==> src/hw/rtl/fifo_lot_position_pnl_tracker_macros.svh <==
// Assertion helpers used by the tracker back end (flpt_back).
// Both expect signals named clk and rst in the scope where they are used.
`ifndef FIFO_LOT_POSITION_PNL_TRACKER_MACROS_SVH
`define FIFO_LOT_POSITION_PNL_TRACKER_MACROS_SVH

// The consequent must hold in the same cycle as the antecedent.
`define FLPT_CHECK_NOW(label, ante, cons, msg) \
  label: assert property (@(posedge clk) disable iff (rst) (ante) |-> (cons)) \
    else $error(msg);

// The consequent must hold in the cycle after the antecedent.
`define FLPT_CHECK_NEXT(label, ante, cons, msg) \
  label: assert property (@(posedge clk) disable iff (rst) (ante) |=> (cons)) \
    else $error(msg);

`endif

==> src/hw/rtl/flpt_pkg.sv <==
package flpt_pkg;

  localparam int PRICE_W = 31;
  localparam int VOL_W   = 20;
  localparam int CS_W    = 16;
  localparam int POS_W   = 25;
  localparam logic [23:0] POS_LIMIT = 24'hFFFFFF;

  localparam logic [1:0] MODE_FILL = 2'd0;
  localparam logic [1:0] MODE_TICK = 2'd1;
  localparam logic [1:0] MODE_SNAP = 2'd2;

  localparam logic signed [63:0] S64_MAX = 64'sh7FFF_FFFF_FFFF_FFFF;
  localparam logic signed [63:0] S64_MIN = 64'sh8000_0000_0000_0000;

  typedef enum logic [1:0] {
    OP_FILL,
    OP_TICK,
    OP_SNAP,
    OP_NOP
  } op_t;

  typedef struct packed {
    logic [1:0]         mode;
    logic               side;
    logic [PRICE_W-1:0] price;
    logic [VOL_W-1:0]   volume;
  } req_t;

  typedef struct packed {
    op_t                op;
    logic               side;
    logic [PRICE_W-1:0] price;
    logic [VOL_W-1:0]   volume;
  } q_entry_t;

  typedef struct packed {
    logic signed [POS_W-1:0] position;
    logic [PRICE_W-1:0]      average_price;
    logic signed [63:0]      realized_pnl;
    logic [62:0]             peak_pnl;
    logic signed [63:0]      max_drawdown;
    logic [62:0]             win_sum;
    logic signed [63:0]      loss_sum;
    logic [31:0]             match_count;
    logic signed [63:0]      unrealized_pnl;
    logic signed [63:0]      day_delta;
    logic                    lot_overflow;
  } res_t;

  typedef enum logic [4:0] {
    S_IDLE,
    S_DECODE,
    S_PUSH,
    S_PUSH_ADD,
    S_READ,
    S_MATCH_MUL,
    S_MATCH_SCALE,
    S_MATCH_SUM,
    S_MATCH_PEAK,
    S_MATCH_DD,
    S_TICK_MUL,
    S_TICK_SUB,
    S_TICK_SCALE,
    S_TICK_SET,
    S_DIV_INIT,
    S_DIV,
    S_DELTA_SUM,
    S_DELTA,
    S_OUT
  } st_t;

  function automatic logic signed [63:0] sat_add(input logic signed [63:0] a,
                                                 input logic signed [63:0] b);
    logic [64:0] s;
    s = {a[63], a} + {b[63], b};
    if (s[64] != s[63]) begin
      return s[64] ? S64_MIN : S64_MAX;
    end
    return s[63:0];
  endfunction

  function automatic logic signed [63:0] sat_sub(input logic signed [63:0] a,
                                                 input logic signed [63:0] b);
    logic [64:0] s;
    s = {a[63], a} - {b[63], b};
    if (s[64] != s[63]) begin
      return s[64] ? S64_MIN : S64_MAX;
    end
    return s[63:0];
  endfunction

endpackage

==> src/hw/rtl/flpt_front.sv <==
module flpt_front
  import flpt_pkg::*;
(
  input  logic     clk,
  input  logic     rst,
  input  logic     start,
  input  req_t     request,
  output logic     busy,
  input  logic     pop,
  output logic     q_valid,
  output q_entry_t q_head
);

  q_entry_t   slots [2];
  logic       wr_ptr;
  logic       rd_ptr;
  logic [1:0] fill;
  logic       push;
  q_entry_t   entry;

  // Classify the request; zero-volume fills and unused modes do nothing.
  always_comb begin
    entry.side   = request.side;
    entry.price  = request.price;
    entry.volume = request.volume;
    case (request.mode)
      MODE_FILL: entry.op = (request.volume == '0) ? OP_NOP : OP_FILL;
      MODE_TICK: entry.op = OP_TICK;
      MODE_SNAP: entry.op = OP_SNAP;
      default:   entry.op = OP_NOP;
    endcase
  end

  assign busy    = (fill == 2'd2);
  assign push    = start && !busy;
  assign q_valid = (fill != 2'd0);
  assign q_head  = slots[rd_ptr];

  always_ff @(posedge clk) begin
    if (push) begin
      slots[wr_ptr] <= entry;
    end
    if (rst) begin
      wr_ptr <= 1'b0;
      rd_ptr <= 1'b0;
      fill   <= 2'd0;
    end else begin
      if (push) begin
        wr_ptr <= !wr_ptr;
      end
      if (pop) begin
        rd_ptr <= !rd_ptr;
      end
      fill <= fill + {1'b0, push} - {1'b0, pop};
    end
  end

endmodule

==> config.mk <==
export PLATFORM = sky130hd
export DESIGN_NAME = flpt_front
export DESIGN_NICKNAME = d
export VERILOG_FILES = /design/src/hw/rtl/fifo_lot_position_pnl_tracker_macros.svh /design/src/hw/rtl/flpt_pkg.sv /design/src/hw/rtl/flpt_front.sv
export SDC_FILE = /design/constraint.sdc
export NUM_CORES = 1
export LEC_CHECK = 0
export BUFFER_PORTS_ARGS = -buffer_cell sky130_fd_sc_hd__buf_2
export CORE_MARGIN = 3
export CORE_UTILIZATION = 50
export DETAILED_ROUTE_END_ITERATION = 16
export HOLD_SLACK_MARGIN = 0.05
export PLACE_DENSITY = 0.77
export SLEW_MARGIN = 15
export SYNTH_ARGS = -nofsm -noshare
export SYNTH_HDL_FRONTEND = slang
export SYNTH_SLANG_ARGS = --single-unit
==> constraint.sdc <==
create_clock -name clk -period 2.9 [get_ports clk]
set_input_delay 0.58 -clock clk [delete_from_list [all_inputs] [get_ports clk]]
set_output_delay 0.58 -clock clk [all_outputs]
set_load 0.05 [all_outputs]
==> impl_metrics.tcl, run 1 <==
set metrics [dict create \
    tightest_slew_ps 516.2 \
    cts_max_level 4 \
    setup_violations 0 \
    p_leak_uw 0.002076 \
    syn_nets 265 \
    postCtsSetupBuffers 0 \
    ff_latch_area_sq_mm 0.003344 \
    clock-sinks 113 \
    post-route-drc-count 0 \
    fillers 545 \
    yosys.area.top_type_share 0.7712 \
    critPathCaptureType "output pin" \
    max_freq_mhz 431.7 \
    drt_iter0_drc 75 \
    synth_commonest_cells "edfxtp_1, mux2_2" \
    root_buffer "clkbuf_8" \
    ys_warn_count 0 \
    tns_ps 0 \
    clkTransAtPathRegs_ps 60 \
    ant_nets 0 \
    grt_pass1_vias 2424 \
    place_congestion 0.7356 \
    path_buf_inv 2 \
    postSynthCellCount 205 \
    fp.coreArea_sq_mm 0.007928 \
    rr_endpoint "slots[0][9]" \
    via_per_inst 5.016 \
    cp.required_ps 2320 \
    r2r_start "fill[0]" \
    crit_type "reg2out" \
    slowest_stage "mux2_2" \
    slew_violations 0 \
    synth_area_leaders "edfxtp_1, mux2_2, dfxtp_1" \
    hold_depth 1 \
    dp_hpwl_um 4726 \
    cp_slowest_stage_delay_ps 390 \
    hold_buffers 0 \
    fin_crit_ps 2316 \
    syn_area_per_cell_sq_um 20.51 \
    ys_seq_area_frac 0.7950 \
    multi_input_area_sq_um 777.0 \
    rows 32 \
    dieArea_sq_mm 0.009547 \
    rsz0062_at_grt "no" \
    ioPinCount 114 \
    worstHoldStart "request[36]" \
    worstPathArrival_ps 1740 \
    cap_viol_max_count 0 \
    peakVddDrop_mv 0.4714 \
    antenna_found_initial 0 \
    synthFlopType "edfxtp_1" \
    min_delay_worst_endpoint "slots[1][36]" \
    cts_buffers 17 \
    crit_chain "buf_12, mux2_2, buf_2" \
    die_h_um 97.71 \
    ctsResizeCount 0 \
    dr.pass1.iters 3 \
    hold_viol 0 \
    wl_um 7232 \
    ys_async_sr_fraction 0 \
    cp-start-kind "flop" \
    reg2reg_slack_ps 1040 \
    rr_worst_depth 5 \
    num_vias 2257 \
    yosys.area.top_type "edfxtp_1" \
    layout-area-overhead-vs-synth_pct 29.81 \
    clock_skew_ps 8.182 \
    synth_seq_cells 113 \
    path_max_fanout 54 \
    synthMostInstantiatedCell "edfxtp_1" \
    diodes 0 \
    grtUsageTotal 0.1576 \
    overflow 0 \
    post-route-period-util 0.7987 \
    cellPowerDensity_mw_per_mm2 873.1 \
    io_buffer_count 113 \
    outcome "completed" \
    synth_edf_count 108 \
    cts_tree "done" \
    cts_buffer_depth 2 \
    cp_top_family "buffers and inverters" \
    worst_slack_ps 583.8 \
    insertion_delay_ps 490 \
    wire_per_inst_um 16.07 \
    grt_pass1_wl_um 11430 \
    yosysUniqueCellTypes 24 \
    die_x_um 97.71 \
    hold_class "in2reg" \
    place_ws_ps 769.1 \
    slew_headroom 0.6553 \
    drive_gt1_frac 0.5977 \
    synth_area_sq_mm 0.004205 \
    initial_core_util 0.5305 \
    nets 395 \
    grt_max_degree 55 \
]
[flip-flops by register name, summed over array words and instances, names as in the netlist, named ones only]
signal and count:
fill 2, rd_ptr 1, slots 108, wr_ptr 1
[how the worst max path moves through the flow]
stage	end	depth (start not counted)	slack, ps	startpoint
global route	q_head[19]	3	510	flop
floorplan	slots[0][0]	3	460	start
global placement	slots[0][19]	5	790	start
finish	q_head[30]	3	580	flop
CTS	q_head[10]	3	550	flop
detailed placement	slots[0][19]	5	770	start
[cell families (layout without fill, tap and decap cells)]
kind of cell    count (synthesis)  count (layout)  synth area share
buf+inv                        12             155           0.02053
flops                         113             113            0.7950
simple gates                   18              18           0.02381
fa+ha+maj                       2               2          0.005950
compound gates                  4               4          0.005947
mux                            54              54            0.1446
xor+xnor                        2               2          0.004166
[worst register-to-register path: cells and delay by family (launching register included)]
family	cells	cell delay [ps]
buffers and inverters	3	730
and+or+nand+nor	2	490
DFF	1	340
[metal layers]
| metal | track usage | wire (um) |
|---|---|---|
| met2 | 0.2720 | 3794 |
| met5 | 0 | 0 |
| met4 | 0.07348 | 81 |
| met3 | 0.05169 | 386 |
| met1 | 0.1771 | 2969 |
[per-stage QoR]
| step | std cells | power (uW) | hold slack [ps] | utilization | area (sq um) |
|---|---|---|---|---|---|
| after floorplan | 205 | 2729 | 451.8 | - | 4205 |
| after global placement | 418 | 2934 | 477.0 | 0.6187 | 4905 |
| after detailed placement | 418 | 2952 | 489.5 | 0.6187 | 4905 |
| after CTS | 450 | 4816 | 248.2 | 0.6886 | 5459 |
| after global routing | 450 | 4955 | 250.9 | 0.6886 | 5459 |
| final | 450 | 4766 | 273.7 | 0.6886 | 5459 |
[cell type report]
| class | count | area share |
|---|---|---|
| clock buffers | 18 | 0.07655 |
| clock inverters | 14 | 0.02498 |
| well taps | 102 | 0.02338 |
| multi-input cells | 80 | 0.1423 |
| inverters | 6 | 0.004126 |
| repair buffers | 117 | 0.1160 |
| flip-flops and latches | 113 | 0.6127 |
[power by group]
part | internal (uW) | total, uW | switching, uW | leakage, uW
Clock | 1140 | 1860 | 715 | 0.000255
Sequential | 1970 | 2010 | 35.8 | 0.00105
Combinational | 252 | 899 | 647 | 0.000773
[cell usage in the layout, fill, tap and decap left out, drive strengths merged, types with 2 or more instances in the layout]
cell / synthesis / routed
buf: 6 / 117
clkbuf: 0 / 18
clkinv: 0 / 6
clkinvlp: 0 / 5
dfxtp: 5 / 5
edfxtp: 108 / 108
ha: 2 / 2
inv: 6 / 8
mux2: 54 / 54
nand2: 2 / 2
nor2: 3 / 3
nor4: 5 / 5
o31ai: 2 / 2
Power figures use the tool's default switching activity.
==> run 2, diff against run 1 <==
--- a/config.mk
+++ b/config.mk
@@ -7,10 +7,10 @@
 export LEC_CHECK = 0
 export BUFFER_PORTS_ARGS = -buffer_cell sky130_fd_sc_hd__buf_2
 export CORE_MARGIN = 3
-export CORE_UTILIZATION = 50
+export CORE_UTILIZATION = 47
 export DETAILED_ROUTE_END_ITERATION = 16
 export HOLD_SLACK_MARGIN = 0.05
-export PLACE_DENSITY = 0.77
+export PLACE_DENSITY = 0.76
 export SLEW_MARGIN = 15
 export SYNTH_ARGS = -nofsm -noshare
 export SYNTH_HDL_FRONTEND = slang
==> constraint.sdc (replaced) <==
create_clock -name clk -period 2.1 [get_ports clk]
set_input_delay 0.42 -clock clk [delete_from_list [all_inputs] [get_ports clk]]
set_output_delay 0.42 -clock clk [all_outputs]
set_load 0.05 [all_outputs]
==> impl_metrics.tcl, run 2 (synthesized netlist as in run 1, its figures left out) <==
set metrics [dict create \
    wire_per_inst_um 17.89 \
    postCtsSetupBuffers 0 \
    grt_pass1_vias 2474 \
    peakVddDrop_mv 0.6470 \
    place_congestion 0.7219 \
    cts_buffers 17 \
    grt_max_degree 55 \
    fp.coreArea_sq_mm 0.008464 \
    hold_buffers 0 \
    path_max_fanout 14 \
    ioPinCount 114 \
    layout-area-overhead-vs-synth_pct 36.69 \
    hold_viol 0 \
    ant_nets 0 \
    setup_violations 0 \
    cts_max_level 4 \
    rsz0062_at_grt "yes" \
    clkTransAtPathRegs_ps 60 \
    grtUsageTotal 0.1618 \
    max_freq_mhz 479.4 \
    largest-register "slots" \
    hold_class "in2reg" \
    largestRegisters "slots x108, fill x2" \
    dr.pass1.iters 4 \
    cts_tree "done" \
    cellPowerDensity_mw_per_mm2 1221 \
    drt_iter0_drc 77 \
    slew_violations 0 \
    die_x_um 100.6 \
    tightest_slew_ps 398.1 \
    post_dp_cell_area_sq_mm 0.004907 \
    final_cell_count_no_fill 456 \
    clock_skew_ps 4.962 \
    post-route-period-util 0.9933 \
    via_per_inst 4.993 \
    dp_hpwl_um 5009 \
    dieArea_sq_mm 0.01012 \
    slowest_stage "dfxtp_4" \
    initial_core_util 0.4968 \
    outcome "completed" \
    overflow 0 \
    worst_slack_ps 14.10 \
    cts_buffer_depth 2 \
    wl_um 8160 \
    grt_pass1_wl_um 12240 \
    placedCellCount 422 \
    cp.required_ps 1680 \
    diodes 0 \
    cp_slowest_stage_delay_ps 420 \
    root_buffer "clkbuf_8" \
    worstPathArrival_ps 1670 \
    fin_crit_ps 2086 \
    die_h_um 100.6 \
    largest_reg_flops 108 \
    cap_viol_max_count 0 \
    final_cell_mix "edfxtp_1, buf_2, mux2_2, buf_6, clkbuf_16" \
    final_common_cell "edfxtp_1" \
    place_ws_ps 390.0 \
    clock-sinks 113 \
    num_vias 2277 \
    cp-start-kind "flop" \
    final_area_sq_mm 0.005748 \
    io_buffer_count 113 \
    critPathCaptureType "output pin" \
    rows 33 \
    p_leak_uw 0.002193 \
    nets 398 \
    insertion_delay_ps 500 \
    antenna_found_initial 0 \
    slew_headroom 0.7346 \
    hold_slack_ps 105.7 \
    drive_gt1_frac 0.6040 \
    post-route-drc-count 0 \
    crit_type "reg2out" \
    crit_chain "clkbuf_16, mux2_2, buf_2" \
]
## run 2: what timing repair did
action | in CTS | in global routing
gates cloned | 0 | 2
resized for setup | 23 | 51
setup endpoints to repair | 25 | 44
## run 2: final timing paths
path	from	endpoint	cells after the start	slack, ps
worst min register to register	wr_ptr	wr_ptr	2	510
worst min-delay path	request[39]	slots[0][39]	1	110
worst max-delay path	flop	q_head[50]	3	10
worst max register to register	fill[0]	slots[0][31]	5	470
## run 2: per-stage QoR
| stage | power [uW] | util | TNS [ps] |
|---|---|---|---|
| after floorplan | 3767 | - | 0 |
| after global placement | 4048 | 0.5797 | 0 |
| after detailed placement | 4074 | 0.5797 | 0 |
| after CTS | 6974 | 0.6579 | 0 |
| after global routing | 7269 | 0.6791 | -295.8 |
| final | 7020 | 0.6791 | 0 |
## run 2: worst max-delay path: cells and delay by family (launching register included)
kind / cells / cell delay (ps)
muxes: 1 / 330
buffers and inverters: 2 / 420
DFF: 1 / 420
## run 2: routing by layer
metal  track usage  vias up  part of all wire  wire, um
li1              -     1081                 -         -
met5             0        -                 0         0
met2        0.2668       95              0.50      4102
met3       0.06228       10             0.072       587
met4       0.06218        0            0.0094        77
met1        0.1920     1091              0.42      3392
## run 2: layout make-up
cell class	instances	area, sq um
fillers	573	2716
clock buffers	17	414.1
clock inverters	15	185.2
multi-input cells	80	777.0
flip-flops and latches	113	3347
well taps	105	131.4
inverters	6	26.28
repair buffers	120	867.1
## run 2: power by group
group          total, uW  internal (uW)  switching (uW)  leakage, uW
combinational       1380            464             921     0.000856
clock               2850           1820            1030     0.000289
sequential          2780           2720            60.8      0.00105
==> run 3, diff against run 2 <==
--- a/config.mk
+++ b/config.mk
@@ -5,12 +5,12 @@
 export SDC_FILE = /design/constraint.sdc
 export NUM_CORES = 1
 export LEC_CHECK = 0
-export BUFFER_PORTS_ARGS = -buffer_cell sky130_fd_sc_hd__buf_2
-export CORE_MARGIN = 3
-export CORE_UTILIZATION = 47
+export CORE_MARGIN = 2
+export CORE_UTILIZATION = 50
 export DETAILED_ROUTE_END_ITERATION = 16
+export DONT_BUFFER_PORTS = 1
 export HOLD_SLACK_MARGIN = 0.05
-export PLACE_DENSITY = 0.76
+export PLACE_DENSITY = 0.68
 export SLEW_MARGIN = 15
 export SYNTH_ARGS = -nofsm -noshare
 export SYNTH_HDL_FRONTEND = slang
==> impl_metrics.tcl, run 3 (synthesized netlist as in run 1, its figures left out) <==
set metrics [dict create \
    outcome "completed" \
    fin_crit_ps 2081 \
    final_common_cell "edfxtp_1" \
    cp_top_family "multiplexers" \
    post-route-drc-count 0 \
    grt_pass1_wl_um 10460 \
    diodes 0 \
    critPathCaptureType "output pin" \
    post-route-period-util 0.9909 \
    initial_core_util 0.5144 \
    grt_max_degree 30 \
    cts_buffers 17 \
    fp.coreArea_sq_mm 0.008175 \
    layout-area-overhead-vs-synth_pct 31.66 \
    clock-sinks 113 \
    slowest_stage "mux2_2" \
    largestRegisters "slots x108, fill x2" \
    setup_violations 0 \
    tns_ps 0 \
    grtUsageTotal 0.1627 \
    largest-register "slots" \
    io_buffer_count 0 \
    hold_class "in2reg" \
    path_buf_inv 1 \
    die_h_um 95.71 \
    rsz0062_at_grt "yes" \
    wire_per_inst_um 17.79 \
    cts_tree "done" \
    crit_chain "buf_12, mux2_2" \
    dp_hpwl_um 4319 \
    cp.required_ps 1680 \
    cellPowerDensity_mw_per_mm2 1210 \
    drive_gt1_frac 0.3310 \
    grt_pass1_vias 2136 \
    drt_iter0_drc 117 \
    dr.pass1.iters 5 \
    insertion_delay_ps 490 \
    final_cell_mix "edfxtp_1, dlygate4sd3_1, mux2_2, clkbuf_16, mux2_4" \
    cp-start-kind "flop" \
    tightest_slew_ps 406.0 \
    max_freq_mhz 480.6 \
    nets 337 \
    cts_buffer_depth 2 \
    ant_nets 0 \
    placedCellCount 310 \
    num_vias 2046 \
    post-route-util 0.6772 \
    slew_violations 0 \
    rows 33 \
    final_cell_count_no_fill 395 \
    root_buffer "clkbuf_8" \
    overflow 0 \
    via_per_inst 5.180 \
    clkTransAtPathRegs_ps 50 \
    worstPathArrival_ps 1660 \
    clock_skew_ps 4.174 \
    p_leak_uw 0.001930 \
    slew_headroom 0.7294 \
    path_max_fanout 24 \
    hold_viol 0 \
    cts_max_level 4 \
    ioPinCount 114 \
    die_x_um 95.71 \
    antenna_found_initial 0 \
    place_congestion 0.7019 \
    cap_viol_max_count 0 \
    crit_type "reg2out" \
    dieArea_sq_mm 0.009160 \
    wl_um 7027 \
    postCtsSetupBuffers 0 \
    peakVddDrop_mv 0.7891 \
    largest_reg_flops 108 \
    cp_slowest_stage_delay_ps 490 \
]
run 3: path summary, 6_finish.rpt:
path            from           end  slack [ps]  cells after the start
max             flop     q_head[1]          20                      2
min              pop          flop         100                      2
max reg2reg  fill[0]  slots[0][31]         310                      5
min reg2reg   wr_ptr        wr_ptr         490                      2
run 3: area by class of cell:
| class | count | area [sq um] |
|---|---|---|
| clock buffers | 18 | 417.9 |
| clock inverters | 14 | 166.4 |
| fillers | 557 | 2639 |
| inverters | 6 | 26.28 |
| multi-input cells | 80 | 822.0 |
| flip-flops and latches | 113 | 3347 |
| well taps | 105 | 131.4 |
| repair buffers | 59 | 625.6 |
run 3: report_power, final:
part	leakage (uW)	switching [uW]	internal, uW
combinational	0.000603	865	322
sequential	0.00105	57.0	2720
clock	0.000278	932	1800
total	0.00193	1850	4840
run 3: what timing repair did:
| item | in CTS | in global routing |
|---|---|---|
| hold endpoints to repair | 109 | 0 |
| setup endpoints to repair | 45 | 38 |
| hold buffers | 53 | 0 |
| pin swaps | 0 | 0 |
| resized for setup | 8 | 5 |
run 3: stage by stage:
stage / hold slack [ps] / setup WS, ps / power (uW) / cell area, sq um
after floorplan: 451.5 / 49.86 / 3767 / 4210
after global placement: 467.8 / 342.9 / 3889 / 4374
after detailed placement: 477.8 / 310.4 / 3901 / 4374
after CTS: 65.57 / -10.08 / 6762 / 5518
after global routing: 86.82 / -52.21 / 6932 / 5537
final: 97.31 / 19.18 / 6698 / 5537
run 3: metal layers:
layer  GRT usage  up-vias  share of wire  wire length, um
met1      0.1833     1003           0.39             2775
met5           0        -              0                0
met3     0.09475        4           0.11              740
li1            -      954              -                -
met2      0.2552       85           0.49             3470
met4     0.06429        0         0.0057               40
